--- src/design/assert_macros.svh ---
// Assertion helpers shared by the glyph rasterizer modules.
// Each expects a clock named clk and an active-low reset named arst_n in scope.
`ifndef ASSERT_MACROS_SVH
`define ASSERT_MACROS_SVH

// Check a condition at every clock edge outside reset
`define TCGR_ASSERT(lbl, cond, msg) \
	lbl: assert property (@(posedge clk) disable iff (!arst_n) (cond)) else $error(msg);

// Check a consequence in the same cycle
`define TCGR_ASSERT_IMP(lbl, ante, cons, msg) \
	lbl: assert property (@(posedge clk) disable iff (!arst_n) (ante) |-> (cons)) else $error(msg);

// Check a consequence in the following cycle
`define TCGR_ASSERT_NXT(lbl, ante, cons, msg) \
	lbl: assert property (@(posedge clk) disable iff (!arst_n) (ante) |=> (cons)) else $error(msg);

`endif

--- src/design/tcgr_pkg.sv ---
package tcgr_pkg;

	// Cell geometry
	localparam int CELL_WIDTH  = 8;
	localparam int CELL_HEIGHT = 16;
	localparam int LANE_W      = (CELL_WIDTH > 1) ? $clog2(CELL_WIDTH) : 1;

	// Character and attribute constants
	localparam logic [7:0] SPACE_CODE  = 8'h20;
	localparam logic [7:0] LEFT_BIT    = 8'h80;
	localparam logic [3:0] NIBBLE_MASK = 4'hF;

	// Configuration register indexes
	typedef enum logic [2:0] {
		CFG_CURSOR_ENABLE = 3'd0,
		CFG_CURSOR_ROW    = 3'd1,
		CFG_CURSOR_COLUMN = 3'd2,
		CFG_DEFAULT_ATTR  = 3'd3,
		CFG_TRANSP_BG     = 3'd4
	} cfg_idx_t;

	// Configuration register set
	typedef struct packed {
		logic       cursor_enable;
		logic [4:0] cursor_row;
		logic [6:0] cursor_column;
		logic [7:0] blank_attr;
		logic [3:0] transparent_background;
	} cfg_t;

	// Decoded glyph line, shared by all lanes
	typedef struct packed {
		logic [9:0] base_x;
		logic [8:0] py;
		logic [3:0] fg;
		logic [3:0] bg;
		logic [7:0] bits;
		logic       untouched;
		logic       bg_clear;
	} item_t;

	// One finished pixel from a lane
	typedef struct packed {
		logic [9:0] x;
		logic       we;
		logic [7:0] red;
		logic [7:0] green;
		logic [7:0] blue;
	} pix_t;

	// Fixed 16-colour palette, packed as red, green, blue
	function automatic logic [23:0] palette_rgb(input logic [3:0] ci);
		logic [23:0] rgb;
		unique case (ci)
			4'd0:  rgb = {8'd0,   8'd0,   8'd0};
			4'd1:  rgb = {8'd0,   8'd0,   8'd170};
			4'd2:  rgb = {8'd0,   8'd170, 8'd0};
			4'd3:  rgb = {8'd0,   8'd170, 8'd170};
			4'd4:  rgb = {8'd170, 8'd0,   8'd0};
			4'd5:  rgb = {8'd170, 8'd0,   8'd170};
			4'd6:  rgb = {8'd170, 8'd85,  8'd0};
			4'd7:  rgb = {8'd170, 8'd170, 8'd170};
			4'd8:  rgb = {8'd85,  8'd85,  8'd85};
			4'd9:  rgb = {8'd85,  8'd85,  8'd255};
			4'd10: rgb = {8'd85,  8'd255, 8'd85};
			4'd11: rgb = {8'd85,  8'd255, 8'd255};
			4'd12: rgb = {8'd255, 8'd85,  8'd85};
			4'd13: rgb = {8'd255, 8'd85,  8'd255};
			4'd14: rgb = {8'd255, 8'd255, 8'd85};
			default: rgb = {8'd255, 8'd255, 8'd255};
		endcase
		return rgb;
	endfunction

endpackage

--- src/design/text_cell_glyph_rasterizer_unit.sv ---
// Glyph line rasterizer: one glyph line item in, eight pixel items out.
// An accepted item is registered in the decode stage, even while the last
// line drains, and moves to the line buffer that presents its pixels once free.
// Throughput: one pixel per cycle while out_ready is high, through the
// single output port that drains the eight lane results of a line.
// Reset: arst_n clears the pipeline and loads the registers with their
// defaults (cursor off at 0,0, default attribute 0x07, transparent index 0).
module text_cell_glyph_rasterizer_unit
	import tcgr_pkg::*;
(
	input  logic        clk,
	input  logic        arst_n,
	input  logic        cfg_valid,
	output logic        cfg_ready,
	input  logic [2:0]  cfg_index,
	input  logic [7:0]  cfg_data,
	input  logic        in_valid,
	output logic        in_ready,
	input  logic [4:0]  cell_row,
	input  logic [6:0]  cell_column,
	input  logic [3:0]  glyph_line,
	input  logic [7:0]  char_code,
	input  logic [7:0]  attribute,
	input  logic [7:0]  glyph_bits,
	input  logic        blink_phase,
	output logic        out_valid,
	input  logic        out_ready,
	output logic [9:0]  pixel_x,
	output logic [8:0]  pixel_y,
	output logic        write_enable,
	output logic [7:0]  red,
	output logic [7:0]  green,
	output logic [7:0]  blue,
	output logic        last_pixel
);

	cfg_t                  cfg_q;
	logic                  valid_s1;
	logic                  take_s1;
	item_t                 item_s1;
	pix_t [CELL_WIDTH-1:0] lanes;

	// Configuration writes always complete
	assign cfg_ready = 1'b1;

	always_ff @(posedge clk or negedge arst_n) begin
		if (!arst_n) begin
			cfg_q.cursor_enable          <= 1'b0;
			cfg_q.cursor_row             <= 5'd0;
			cfg_q.cursor_column          <= 7'd0;
			cfg_q.blank_attr             <= 8'h07;
			cfg_q.transparent_background <= 4'd0;
		end else if (cfg_valid && cfg_ready) begin
			unique case (cfg_idx_t'(cfg_index))
				CFG_CURSOR_ENABLE: cfg_q.cursor_enable          <= cfg_data[0];
				CFG_CURSOR_ROW:    cfg_q.cursor_row             <= cfg_data[4:0];
				CFG_CURSOR_COLUMN: cfg_q.cursor_column          <= cfg_data[6:0];
				CFG_DEFAULT_ATTR:  cfg_q.blank_attr             <= cfg_data;
				CFG_TRANSP_BG:     cfg_q.transparent_background <= cfg_data[3:0];
				default: ;
			endcase
		end
	end

	tcgr_decode u_decode (
		.clk         (clk),
		.arst_n      (arst_n),
		.cfg         (cfg_q),
		.in_valid    (in_valid),
		.in_ready    (in_ready),
		.cell_row    (cell_row),
		.cell_column (cell_column),
		.glyph_line  (glyph_line),
		.char_code   (char_code),
		.attribute   (attribute),
		.glyph_bits  (glyph_bits),
		.blink_phase (blink_phase),
		.take_s1     (take_s1),
		.valid_s1    (valid_s1),
		.item_s1     (item_s1)
	);

	// One lane per glyph column
	for (genvar g = 0; g < CELL_WIDTH; g++) begin : g_lane
		tcgr_lane u_lane (
			.item     (item_s1),
			.lane_idx (LANE_W'(g)),
			.pix      (lanes[g])
		);
	end

	tcgr_serializer u_ser (
		.clk          (clk),
		.arst_n       (arst_n),
		.valid_s1     (valid_s1),
		.py_s1        (item_s1.py),
		.lanes        (lanes),
		.take_s1      (take_s1),
		.out_valid    (out_valid),
		.out_ready    (out_ready),
		.pixel_x      (pixel_x),
		.pixel_y      (pixel_y),
		.write_enable (write_enable),
		.red          (red),
		.green        (green),
		.blue         (blue),
		.last_pixel   (last_pixel)
	);

endmodule

--- src/design/tcgr_decode.sv ---
module tcgr_decode
	import tcgr_pkg::*;
(
	input  logic        clk,
	input  logic        arst_n,
	input  cfg_t        cfg,
	input  logic        in_valid,
	output logic        in_ready,
	input  logic [4:0]  cell_row,
	input  logic [6:0]  cell_column,
	input  logic [3:0]  glyph_line,
	input  logic [7:0]  char_code,
	input  logic [7:0]  attribute,
	input  logic [7:0]  glyph_bits,
	input  logic        blink_phase,
	input  logic        take_s1,
	output logic        valid_s1,
	output item_t       item_s1
);

	logic  cursor_here;
	logic  [3:0] fg;
	logic  [3:0] bg;
	item_t item_d;

	// Work out the colours, the cursor swap and the line coordinates
	always_comb begin
		cursor_here = cfg.cursor_enable && blink_phase &&
			(cell_row == cfg.cursor_row) && (cell_column == cfg.cursor_column);
		fg = attribute[3:0] & NIBBLE_MASK;
		bg = attribute[7:4] & NIBBLE_MASK;
		item_d.fg        = cursor_here ? bg : fg;
		item_d.bg        = cursor_here ? fg : bg;
		item_d.untouched = (char_code == SPACE_CODE) &&
			(attribute == cfg.blank_attr) && !cursor_here;
		item_d.bg_clear  = (item_d.bg == cfg.transparent_background);
		item_d.bits      = glyph_bits;
		item_d.base_x    = 10'(32'(cell_column) * CELL_WIDTH);
		item_d.py        = 9'(32'(cell_row) * CELL_HEIGHT + 32'(glyph_line));
	end

	// Accept a new item whenever the stage is empty or being drained
	assign in_ready = !valid_s1 || take_s1;

	always_ff @(posedge clk or negedge arst_n) begin
		if (!arst_n) begin
			valid_s1 <= 1'b0;
		end else if (in_valid && in_ready) begin
			valid_s1 <= 1'b1;
		end else if (take_s1) begin
			valid_s1 <= 1'b0;
		end
	end

	// Hold the decoded item
	always_ff @(posedge clk) begin
		if (in_valid && in_ready) begin
			item_s1 <= item_d;
		end
	end

endmodule

--- src/design/tcgr_lane.sv ---
module tcgr_lane
	import tcgr_pkg::*;
(
	input  item_t             item,
	input  logic [LANE_W-1:0] lane_idx,
	output pix_t              pix
);

	logic        on;
	logic [3:0]  ci;
	logic [23:0] rgb;

	// Colour one glyph column
	always_comb begin
		on  = |(item.bits & (LEFT_BIT >> lane_idx));
		ci  = on ? item.fg : item.bg;
		rgb = palette_rgb(ci);
		pix.x  = item.base_x + 10'(lane_idx);
		pix.we = !item.untouched && (on || !item.bg_clear);
		pix.red   = pix.we ? rgb[23:16] : 8'd0;
		pix.green = pix.we ? rgb[15:8]  : 8'd0;
		pix.blue  = pix.we ? rgb[7:0]   : 8'd0;
	end

endmodule

--- src/design/tcgr_serializer.sv ---
`include "assert_macros.svh"

module tcgr_serializer
	import tcgr_pkg::*;
(
	input  logic                   clk,
	input  logic                   arst_n,
	input  logic                   valid_s1,
	input  logic [8:0]             py_s1,
	input  pix_t [CELL_WIDTH-1:0]  lanes,
	output logic                   take_s1,
	output logic                   out_valid,
	input  logic                   out_ready,
	output logic [9:0]             pixel_x,
	output logic [8:0]             pixel_y,
	output logic                   write_enable,
	output logic [7:0]             red,
	output logic [7:0]             green,
	output logic [7:0]             blue,
	output logic                   last_pixel
);

	localparam logic [LANE_W-1:0] LAST_IDX = LANE_W'(CELL_WIDTH - 1);

	pix_t [CELL_WIDTH-1:0] pix_s2;
	logic [8:0]            py_s2;
	logic                  valid_s2;
	logic [LANE_W-1:0]     idx_q;
	logic                  out_acc;
	logic                  at_last;

	assign at_last = (idx_q == LAST_IDX);
	assign out_acc = out_valid && out_ready;
	// Load the lane results once the previous line has fully drained
	assign take_s1 = valid_s1 && (!valid_s2 || (out_acc && at_last));

	always_ff @(posedge clk or negedge arst_n) begin
		if (!arst_n) begin
			valid_s2 <= 1'b0;
			idx_q    <= '0;
		end else begin
			if (take_s1) begin
				valid_s2 <= 1'b1;
				idx_q    <= '0;
			end else if (out_acc) begin
				if (at_last) begin
					valid_s2 <= 1'b0;
					idx_q    <= '0;
				end else begin
					idx_q <= idx_q + LANE_W'(1);
				end
			end
		end
	end

	// Hold the whole line of pixels
	always_ff @(posedge clk) begin
		if (take_s1) begin
			pix_s2 <= lanes;
			py_s2  <= py_s1;
		end
	end

	// Present one pixel per cycle while out_ready is high, left to right
	assign out_valid    = valid_s2;
	assign pixel_x      = pix_s2[idx_q].x;
	assign pixel_y      = py_s2;
	assign write_enable = pix_s2[idx_q].we;
	assign red          = pix_s2[idx_q].red;
	assign green        = pix_s2[idx_q].green;
	assign blue         = pix_s2[idx_q].blue;
	assign last_pixel   = at_last;

	`TCGR_ASSERT_IMP(a_idx_idle, !valid_s2, idx_q == '0, "pixel index not at rest while empty")
	`TCGR_ASSERT_NXT(a_idx_step, out_acc && !at_last, idx_q == $past(idx_q) + LANE_W'(1), "pixel index did not advance")
	`TCGR_ASSERT_NXT(a_drain, out_acc && at_last && !valid_s1, !valid_s2, "line buffer not freed after last pixel")
	`TCGR_ASSERT_IMP(a_no_overwrite, take_s1 && valid_s2, out_acc && at_last, "line buffer overwritten before drained")

endmodule
--- config.mk ---
export PLATFORM = sky130hd
export DESIGN_NAME = text_cell_glyph_rasterizer_unit
export DESIGN_NICKNAME = d
export VERILOG_FILES = /design/src/design/tcgr_pkg.sv /design/src/design/text_cell_glyph_rasterizer_unit.sv /design/src/design/tcgr_decode.sv /design/src/design/tcgr_lane.sv /design/src/design/tcgr_serializer.sv
export VERILOG_INCLUDE_DIRS = /design/src /design/src/design
export SDC_FILE = /design/constraint.sdc
export NUM_CORES = 1
export LEC_CHECK = 0
export BUFFER_PORTS_ARGS = -buffer_cell sky130_fd_sc_hd__buf_2
export CORE_AREA = 2 2 158 160
export DETAILED_ROUTE_END_ITERATION = 12
export DIE_AREA = 0 0 160 162
export PLACE_DENSITY = 0.44
export SLEW_MARGIN = 0
export SYNTH_ARGS = -nofsm -noshare
export SYNTH_HDL_FRONTEND = slang
export SYNTH_SLANG_ARGS = --single-unit
--- constraint.sdc ---
create_clock -name clk -period 7.25 [get_ports clk]
set_input_delay 0.3625 -clock clk [delete_from_list [all_inputs] [get_ports clk]]
set_output_delay 0.3625 -clock clk [all_outputs]
set_load 0.01 [all_outputs]
## Word level (Yosys, flattened, before mapping)

Memory sizes are Yosys's and may differ from the RTL's. A register that Yosys moved wholly into a read port is not among the register bits.
Cells that the tools add are included.

- Memories kept: 8
- Input port bits: 57
- Logic and storage cells: 130
- Flip-flop bits (word level): 158
- Bits in read-only memories: 3,072
- Output and inout port bits: 48

- Reductions and logical operators: 50
- Order comparisons: 1
- Muxes and demuxes: 20
- Add/subtract/negate cells: 9
- Eq/ne operators: 10

Memories:

| name | words | bits a word | rd ports | clocked after Yosys merged registers in | wr ports | RTL line | source |
|---|---|---|---|---|---|---|---|
| (no name shown) | 16 | 24 | 1 | 1 | 0 | tcgr_pkg.sv:54 | `unique case (ci)` |
| (no name shown) | 16 | 24 | 1 | 1 | 0 | tcgr_pkg.sv:54 |  |
| (no name shown) | 16 | 24 | 1 | 1 | 0 | tcgr_pkg.sv:54 |  |
| (no name shown) | 16 | 24 | 1 | 1 | 0 | tcgr_pkg.sv:54 |  |
| (no name shown) | 16 | 24 | 1 | 1 | 0 | tcgr_pkg.sv:54 |  |
| (no name shown) | 16 | 24 | 1 | 1 | 0 | tcgr_pkg.sv:54 |  |
| +2 memories | - | - | - | - | - | - |  |

Operator list:

| kind | number |
|---|---|
| 35-bit binary-select mux with 3-bit select | 1 |
| 10-bit by 3-bit adder with 10-bit output (second input constant) | 4 |
| 4-bit 2-to-1 mux | 10 |
| 35-bit 2-to-1 mux | 1 |
| 10-bit by 2-bit adder with 10-bit output (second input constant) | 2 |
| 1-bit logical AND | 17 |
| 1-bit zero test | 13 |
| 2-bit AND reduction | 6 |
| 10-bit by 1-bit adder with 10-bit output (second input constant) | 1 |
| 1-bit logical OR | 10 |
| 9-bit by 4-bit adder with 9-bit output | 1 |
| 3-bit 2-to-1 mux | 3 |
| 8-bit by 6-bit == test with 1-bit output (second input constant) | 1 |
| 8-bit == test | 1 |
| 7-bit == test | 1 |
| 3-bit by 2-bit == test with 1-bit output (second input constant) | 2 |
| 3-bit == test (second input constant) | 2 |
| 2-bit nonzero test | 3 |
| 5-bit == test | 1 |
| 1-bit 2-to-1 mux | 5 |
| 4-bit == test | 1 |
| 3-bit by 4-bit < comparator with 1-bit output (second input constant) | 1 |
| 3-bit by 1-bit adder with 3-bit output (second input constant) | 1 |
| 3-bit by 1-bit == test with 1-bit output (second input constant) | 1 |
| 3-bit zero test | 1 |

## Longest topological paths before layout

Gate-level depths: netlist of run 1.

- Depth in word-level cells: 7
- Gate-level depth with buffers: 7
- Mapped depth without buffers: 6

## Cells and area by module

Synthesis of run 1 repeated with hierarchy kept, for this count alone.

- Cells, all modules: 1,170
- Area total of the unflattened synthesis: 18,413.9 sq um

By module, submodules not included:

| module | instances | seq. area each (sq um) | cells an instance | area each (sq um) |
|---|---|---|---|---|
| tcgr_serializer | 1 | 8,778.4 | 432 | 11,253.3 |
| tcgr_lane | 8 | 0.0 | 73 | 574.3 |
| tcgr_decode | 1 | 1,046.0 | 95 | 1,541.5 |
| text_cell_glyph_rasterizer_unit | 1 | 629.4 | 59 | 1,024.7 |

## Least setup slack after synthesis of run 1

Ideal clock, no wire load.

- Path type: register -> register
- Start: register u_ser.idx_q[1]
- End: register u_ser.pix_s2[112] (netlist name)
- Library setup time: 0.494 ns
- Path slack: 2.908 ns
- Arrival: 3.849 ns
- Cell stages (with the launch flop): 5
- Path buffers: 0
- Clock period less this slack: 4.342 ns
- Required time: 6.756 ns
- Cells stage by stage: dfrtp_1 -> ha_1 -> ha_1 -> a21boi_1 -> nor2b_1

- Cells in the longest elaborated chain, start to end: 4

RTL lines:

| item | RTL line | source |
|---|---|---|
| start: declaration | tcgr_serializer.sv:28 | `logic [LANE_W-1:0] idx_q;` |
| start signal: assignment | tcgr_serializer.sv:50 | `idx_q <= idx_q + LANE_W'(1);` |
| 3-bit == test | tcgr_serializer.sv:32 | `assign at_last = (idx_q == LAST_IDX);` |
| net last_pixel | text_cell_glyph_rasterizer_unit.sv:34 | `output logic last_pixel` |
| 1-bit logical AND | tcgr_serializer.sv:35 | `assign take_s1 = valid_s1 && (!valid_s2 \|\| (out_acc && at_last));` |
| 1-bit logical OR | tcgr_serializer.sv:35 |  |
| 1-bit logical AND | tcgr_serializer.sv:35 |  |
| net take_s1 | text_cell_glyph_rasterizer_unit.sv:39 | `logic take_s1;` |

The timed path passes the listed nets, and every way through them passes these cells.
A chain may end at the register's enable or synchronous reset.

## Final worst setup path of run 1

- Start: register u_ser.idx_q[0]
- End: output port red[2]

- Cells in the longest elaborated chain, start to end: 2

RTL lines:

| item | RTL line | source |
|---|---|---|
| 35-bit binary-select mux with 3-bit select | tcgr_serializer.sv:69 | `assign red = pix_s2[idx_q].red;` |
| 35-bit 2-to-1 mux | - |  |
| end: declaration | text_cell_glyph_rasterizer_unit.sv:31 | `output logic [7:0] red,` |

No other way between the ends. The select of a mux whose other input is x is not followed.

==> results.toml, run 1 <==
[worst_setup_path]
startpoint_type = "flop"
crit_path_max_fanout = 16
worst_path_max_delay_cell = "dfrtp_1"
crit_chain = "mux4_2, mux2_2, buf_2"
required_ns = 6.89
arrival_ns = 2.43
crit_type = "flop to output port"
end_kind = "output port"
crit_family = "multiplexers"
cp_num_buf_inv = 1
max_stage_delay_ns = 0.90

[synth]
yosysSeqAreaShare_pct = 61.9
yosys.area.top_type = "edfxtp_1"
synth_top_area_share_pct = 49.3
synth.top_cells.by_area = "edfxtp_1, dfrtp_1, mux2_1"
synth_area_sq_mm = 0.00597
synth_nets = 486
postSynthCellCount = 427
ys_types = 41
synth-seq-cells = 128
synth_warnings = 0
avgSynthCellArea_sq_um = 14.0

[drt]
avgViaCountPerCell = 4.14
dr.pass1.iters = 4
wirelength_mm = 13.2
num_vias = 3473
drtIter0Drc = 212
drtAntennaViolNets = 0
wl_per_cell_um = 15.8
drc = 0

[cells_and_area]
most-common-layout-cells = "buf_2, edfxtp_1, nor2_1"
syn_to_final_growth_pct = 20.8
final_nets = 559
drive_gt1_share_pct = 33.5
mostFrequentLayoutCell = "buf_2"

[sta]
worst_slack_ns = 4.45
finalCritPeriodShare_pct = 38.6
finalSetupViolations = 0
tightestPinTransition_ns = 0.858
max_freq_mhz = 358
rsz0062_at_grt = "false"
max_slew_margin_pct = 42.8
finalClockSkew_ns = 0.00468
finalSetupTns_ns = 0
maxSlewViolCount = 0
min_period_ns = 2.80
hold_viol = 0

[pwr]
p_leak_nw = 2.83
ir_drop_mv = 0.161
clkPwrFrac_pct = 39.2
intPower_mw = 1.64
swShare_pct = 26.1
power_density_mw_per_mm2 = 308
power.switching_mw = 0.581
seq_power_share_pct = 42.5
pwr-share-comb_pct = 18.3

[placed_design]
pre_cts_slack_ns = 4.37
portBuffers = 103
hpwl_mm = 9.74
place_congestion = 0.804

[clocking]
clk_latency_ns = 0.41
cts_setup_buffers = 0
cts_tree = "built"
cts_root_buf = "clkbuf_16"
cts_buffers = 17
cts_resized = 0
cts_buffer_depth = 2
hold_buffers = 0
cts-htree-levels = 4
cts.clk_slew.worst_paths_ns = 0.05
cts_sinks = 128

[run_status]
outcome = "completed"

[floorplan]
rows = 57
die_y_um = 162
io_pins = 105
die_area_sq_mm = 0.0259
coreArea_sq_mm = 0.0241
initial_core_util_pct = 24.8
die_x_um = 160

[grt]
antenna_found_initial = 6
grt_pass1_vias = 3674
grt_max_degree = 65
grt_remaining_overflow = 0
grt.total_usage_pct = 10.7
grt_pass1_wl_mm = 20.8

[hold_path]
hold_path_class = "primary input to async pin"

[job]
drv_cap = 0
-- stage by stage --
step,cell area (sq um),power (mW),hold WS [ns],cells,utilization [%]
floorplan,5970,1.29,0.0669,427,-
global placement,6610,1.37,0.401,805,27.4
detailed placement,6610,1.38,0.406,805,27.4
CTS,7210,2.26,0.0243,837,29.9
global route,7220,2.33,0.0482,838,29.9
finish,7220,2.22,0.0107,839,29.9
-- kinds of logic (layout without fill, tap and decap cells) --
group	after synthesis	after routing	share of synthesized area, %
compound gates	33	33	3.48
xor+xnor	25	25	3.67
fa+ha+maj	2	2	0.419
buf+inv	66	152	5.99
flops	128	128	61.9
mux	84	84	17.6
other cells	1	3	0.0628
simple gates	88	88	6.87
-- registers in the layout (all words and copies together), names as in the netlist --
signal             cells
u_decode.item_s1      34
u_decode.valid_s1      1
u_ser.idx_q            3
u_ser.pix_s2          55
cfg_q                 25
u_ser.pixel_y          9
u_ser.out_valid        1
-- worst reg2reg max path: stages (launching register included) --
cell and delay, ns:
dfrtp_1 0.90, ha_1 0.28, ha_1 0.21, a21boi_1 0.14, nand2_1 0.12, and2_2 0.70
-- area by class of cell --
cell class                      instances  area [sq um]
Fill cell                            2491         16900
Sequential cell                       128          3700
Multi-Input combinational cell        233          1930
Timing Repair Buffer                  104           523
Clock buffer                           18           429
Tap cell                              324           405
Clock inverter                         14           171
Inverter                               16          60.1
Antenna cell                            2          5.00
-- synthesized netlist by cell type --
cell type	number
edfxtp_1	98
a211oi_1	1
a21oi_2	1
nand2_1	28
or4_4	1
o31ai_1	1
dfstp_2	3
buf_2	1
xor2_1	7
mux2_2	20
nor2_1	29
nor3_1	1
conb_1	1
nand2b_1	3
nor3b_1	1
nand3_1	4
xnor2_1	18
nor4b_1	1
dfrtp_1	27
a21oi_1	9
nand4_1	3
o21ai_1	9
mux2_1	25
and3_1	8
a21o_1	8
and2_1	3
nor2b_1	3
buf_4	27
clkbuf_1	16
mux2_4	1
ha_1	2
o2111ai_1	1
buf_6	1
buf_1	5
or2_2	1
nor4_1	2
a22o_1	2
a21boi_1	1
mux2i_1	26
inv_1	16
mux4_2	12
-- path summary, 6_finish.rpt --
path | endpoint | cells past startpoint | start | slack, ns
worst max-delay path | red[2] | 3 | u_ser.idx_q[0] | 4.45
min in group clk | u_decode.item_s1[4] | 1 | glyph_bits[2] | 0.12
worst min-delay path | cfg_q[18] | 1 | arst_n | 0.01
max in group asynchronous | u_decode.valid_s1 | 1 | arst_n | 6.76
worst min register to register | u_ser.pixel_y[7] | 0 | u_decode.item_s1[25] | 0.42
worst max register to register | u_decode.item_s1[25] | 5 | u_ser.idx_q[0] | 4.50
-- routing by layer --
| metal | GRT usage (%) | wire length, um | vias to the layer above |
|---|---|---|---|
| met4 | 3.44 | 185 | 8 |
| li1 | - | - | 1664 |
| met3 | 3.75 | 801 | 27 |
| met2 | 17.4 | 6390 | 106 |
| met1 | 13.3 | 5810 | 1668 |
| met5 | 0 | 48 | - |
-- power groups by stage --
stage          Sequential (mW)  Combinational [mW]  Clock (mW)
3_5_place_dp             0.963               0.416           0
2_1_floorplan            0.916               0.371           0
3_3_place_gp             0.960               0.413           0
6_report                 0.944               0.407       0.871
4_1_cts                  0.948               0.417       0.890
5_1_grt                  0.958               0.445       0.928
Note: power is estimated with default switching activity, not from simulation.
==> inputs of run 2 (changes only) <==
--- a/config.mk
+++ b/config.mk
@@ -6,11 +6,12 @@
 export SDC_FILE = /design/constraint.sdc
 export NUM_CORES = 1
 export LEC_CHECK = 0
+export ABC_AREA = 1
 export BUFFER_PORTS_ARGS = -buffer_cell sky130_fd_sc_hd__buf_2
-export CORE_AREA = 2 2 158 160
+export CORE_AREA = 2 2 161 163
 export DETAILED_ROUTE_END_ITERATION = 12
-export DIE_AREA = 0 0 160 162
-export PLACE_DENSITY = 0.44
+export DIE_AREA = 0 0 163 165
+export PLACE_DENSITY = 0.43
 export SLEW_MARGIN = 0
 export SYNTH_ARGS = -nofsm -noshare
 export SYNTH_HDL_FRONTEND = slang
==> constraint.sdc (replaced) <==
create_clock -name clk -period 2.7 [get_ports clk]
set_input_delay 0.135 -clock clk [delete_from_list [all_inputs] [get_ports clk]]
set_output_delay 0.135 -clock clk [all_outputs]
set_load 0.01 [all_outputs]
==> run 2 against run 1 <==
Synthesized cell count is 58% higher; first-iteration DRC count is 53% higher; global-route usage is 1.4 points higher; clock power grew to 2.7 times the previous value; via count is 34% higher; largest cell class unchanged; highest routed layer is now met4.
==> results.toml, run 2 <==
[run_status]
outcome = "completed"

[sta]
finalSetupTns_ns = 0
worst_slack_ns = 0.281
finalSetupViolations = 0
rsz0062_at_grt = "false"
max_slew_margin_pct = 45.7
hold_viol = 0
finalCritPeriodShare_pct = 89.6
max_freq_mhz = 413
min_period_ns = 2.42
maxSlewViolCount = 0
tightestPinTransition_ns = 0.814
finalClockSkew_ns = 0.0112

[cells_and_area]
final_nets = 840
top_regs = "u_ser.pix_s2: 55 flops, u_decode.item_s1: 34 flops, cfg_q: 25 flops"
n_antenna_cell = 0
multi_input_area_sq_mm = 0.00186
most-common-layout-cells = "nand2_1, buf_2, edfxtp_1"
largest-register = "u_ser.pix_s2"
syn_to_final_growth_pct = 26.2
largest_reg_flops = 55
regArea_sq_mm = 0.00370
drive_gt1_share_pct = 19.3
fillCellCount = 2626
mostFrequentLayoutCell = "nand2_1"

[floorplan]
coreArea_sq_mm = 0.0250
io_pins = 105
rows = 58
die_x_um = 163
die_area_sq_mm = 0.0269
initial_core_util_pct = 24.7
die_y_um = 165

[synth]
yosys.area.top_type = "edfxtp_1"
synth_nets = 733
synth_top_area_share_pct = 47.6
synth_warnings = 0
synth-seq-cells = 128
synthArstFlopShare_pct = 23.4
postSynthCellCount = 674
avgSynthCellArea_sq_um = 9.17
yosysSeqAreaShare_pct = 59.8
ys_types = 30
synth_most_common_cell = "nand2_1"
synth_area_sq_mm = 0.00618
synthTopCellsByCount = "nand2_1, edfxtp_1, nor2_1, o21ai_0, inv_1"
ys.flop_type = "edfxtp_1"
synth-edff-count = 98
synth.top_cells.by_area = "edfxtp_1, dfrtp_1, nand2_1"

[clocking]
cts.clk_slew.worst_paths_ns = 0.06
cts_tree = "built"
clk_latency_ns = 0.42
cts_root_buf = "clkbuf_16"
cts_buffer_depth = 2
cts-htree-levels = 4
cts_sinks = 128
cts_buffers = 17

[hold_path]
hold_path_class = "primary input to flop"

[drt]
drtIter0Drc = 324
dr.pass1.iters = 5
drc = 0
avgViaCountPerCell = 4.15
wirelength_mm = 15.6
drtAntennaViolNets = 0
wl_per_cell_um = 13.8
num_vias = 4670

[grt]
grt_remaining_overflow = 0
antenna_found_initial = 0
grt.total_usage_pct = 12.0
grt_pass1_wl_mm = 24.1
grt_pass1_vias = 4288
grt_max_degree = 35

[placed_design]
pre_cts_slack_ns = 0.495
hpwl_mm = 11.4
portBuffers = 103
place_congestion = 0.796

[worst_setup_path]
max_stage_delay_ns = 0.39
arrival_ns = 2.28
startpoint_type = "flop"
crit_family = "buffers and inverters"
worst_path_max_delay_cell = "a31oi_1"
required_ns = 2.57
crit_path_max_fanout = 26
crit_type = "flop to output port"
crit_chain = "buf_4, clkinvlp_4, o21ai_0, o22ai_1, nor2_1, a31oi_1, buf_2"
cp_num_buf_inv = 3
end_kind = "output port"

[pwr]
p_leak_nw = 3.36
ir_drop_mv = 0.401
power_density_mw_per_mm2 = 891

[job]
drv_cap = 0
[run 2: cell count changes after synthesis, sizes merged, moves of 9 or more]
cell	delta
a21oi	+9
inv	+74
mux2	-45
mux2i	-26
mux4	-12
nand2	+112
nand3	+35
nor2	+61
o21ai	+79
xnor2	-18
[run 2: logic make-up (layout without fill, tap and decap cells)]
family / Yosys count / after routing / synth area share [%]
buffers and inverters: 138 / 258 / 10.1
AOI/OAI and AO/OA: 128 / 128 / 11.0
other: 1 / 1 / 0.0607
adders and majority gates: 2 / 2 / 0.405
DFF: 128 / 128 / 59.8
xor gates and xnor gates: 1 / 1 / 0.142
muxes: 1 / 1 / 0.182
and+or+nand+nor: 275 / 275 / 18.2
[run 2: area by class of cell]
cell class | count | share of cell area (%)
inverters | 90 | 4.38
clock buffers | 18 | 5.51
flip-flops and latches | 128 | 47.4
repair buffers | 136 | 11.2
well taps | 330 | 5.30
clock inverters | 14 | 2.33
multi-input cells | 408 | 23.9
[run 2: metrics by stage]
stage / power [mW] / cells / hold slack (ns) / utilization [%] / area, sq um
2_1_floorplan: 4.16 / 674 / -0.161 / - / 6190
3_3_place_gp: 4.60 / 1064 / 0.274 / 27.6 / 6900
3_5_place_dp: 4.61 / 1064 / 0.272 / 27.6 / 6900
4_1_cts: 7.05 / 1124 / 0.00937 / 31.1 / 7790
5_1_grt: 7.42 / 1124 / 0.0341 / 31.1 / 7790
6_report: 6.95 / 1124 / 0.0148 / 31.1 / 7790
[run 2: path summary, 6_finish.rpt]
kind,slack (ns),endpoint,cells after the start,start
max,0.28,red[0],7,u_ser.idx_q[0]
min,0.01,cfg_q[17],3,cfg_data[5]
max reg2reg,0.65,u_ser.pix_s2[14],7,u_ser.idx_q[0]
min reg2reg,0.42,u_ser.pixel_y[6],0,u_decode.item_s1[24]
max in group asynchronous,1.83,cfg_q[2],2,arst_n
min in group asynchronous,0.34,u_ser.idx_q[2],2,arst_n
[run 2: layer usage]
metal,GRT usage [%],share of wire (%),vias to the layer above
met5,0,0,-
met4,5.11,1.7,0
met3,2.91,4.2,15
met2,18.5,46,122
met1,16.2,48,2109
li1,-,-,2424
[run 2: worst reg2reg max path: stages (launching register included)]
cell and delay, ns:
dfrtp_1 0.35, ha_1 0.16, ha_1 0.16, inv_1 0.06, o21ai_0 0.23, inv_1 0.12
nor2_4 0.40, buf_12 0.26
[run 2: repair_timing]
item / in CTS / in global routing
setup endpoints to repair: 0 / 24
hold buffers: 28 / 0
gates resized for setup: 0 / 1
setup buffers: 0 / 0
hold endpoints to repair: 55 / 0
[run 2: power breakdown]
group          switching (mW)  total, mW  leakage [nW]  internal, mW
Clock                   0.899       2.37         0.289          1.47
Combinational            1.20       1.89          1.81         0.685
Sequential              0.193       2.69          1.26          2.50
Total                    2.30       6.95          3.36          4.65
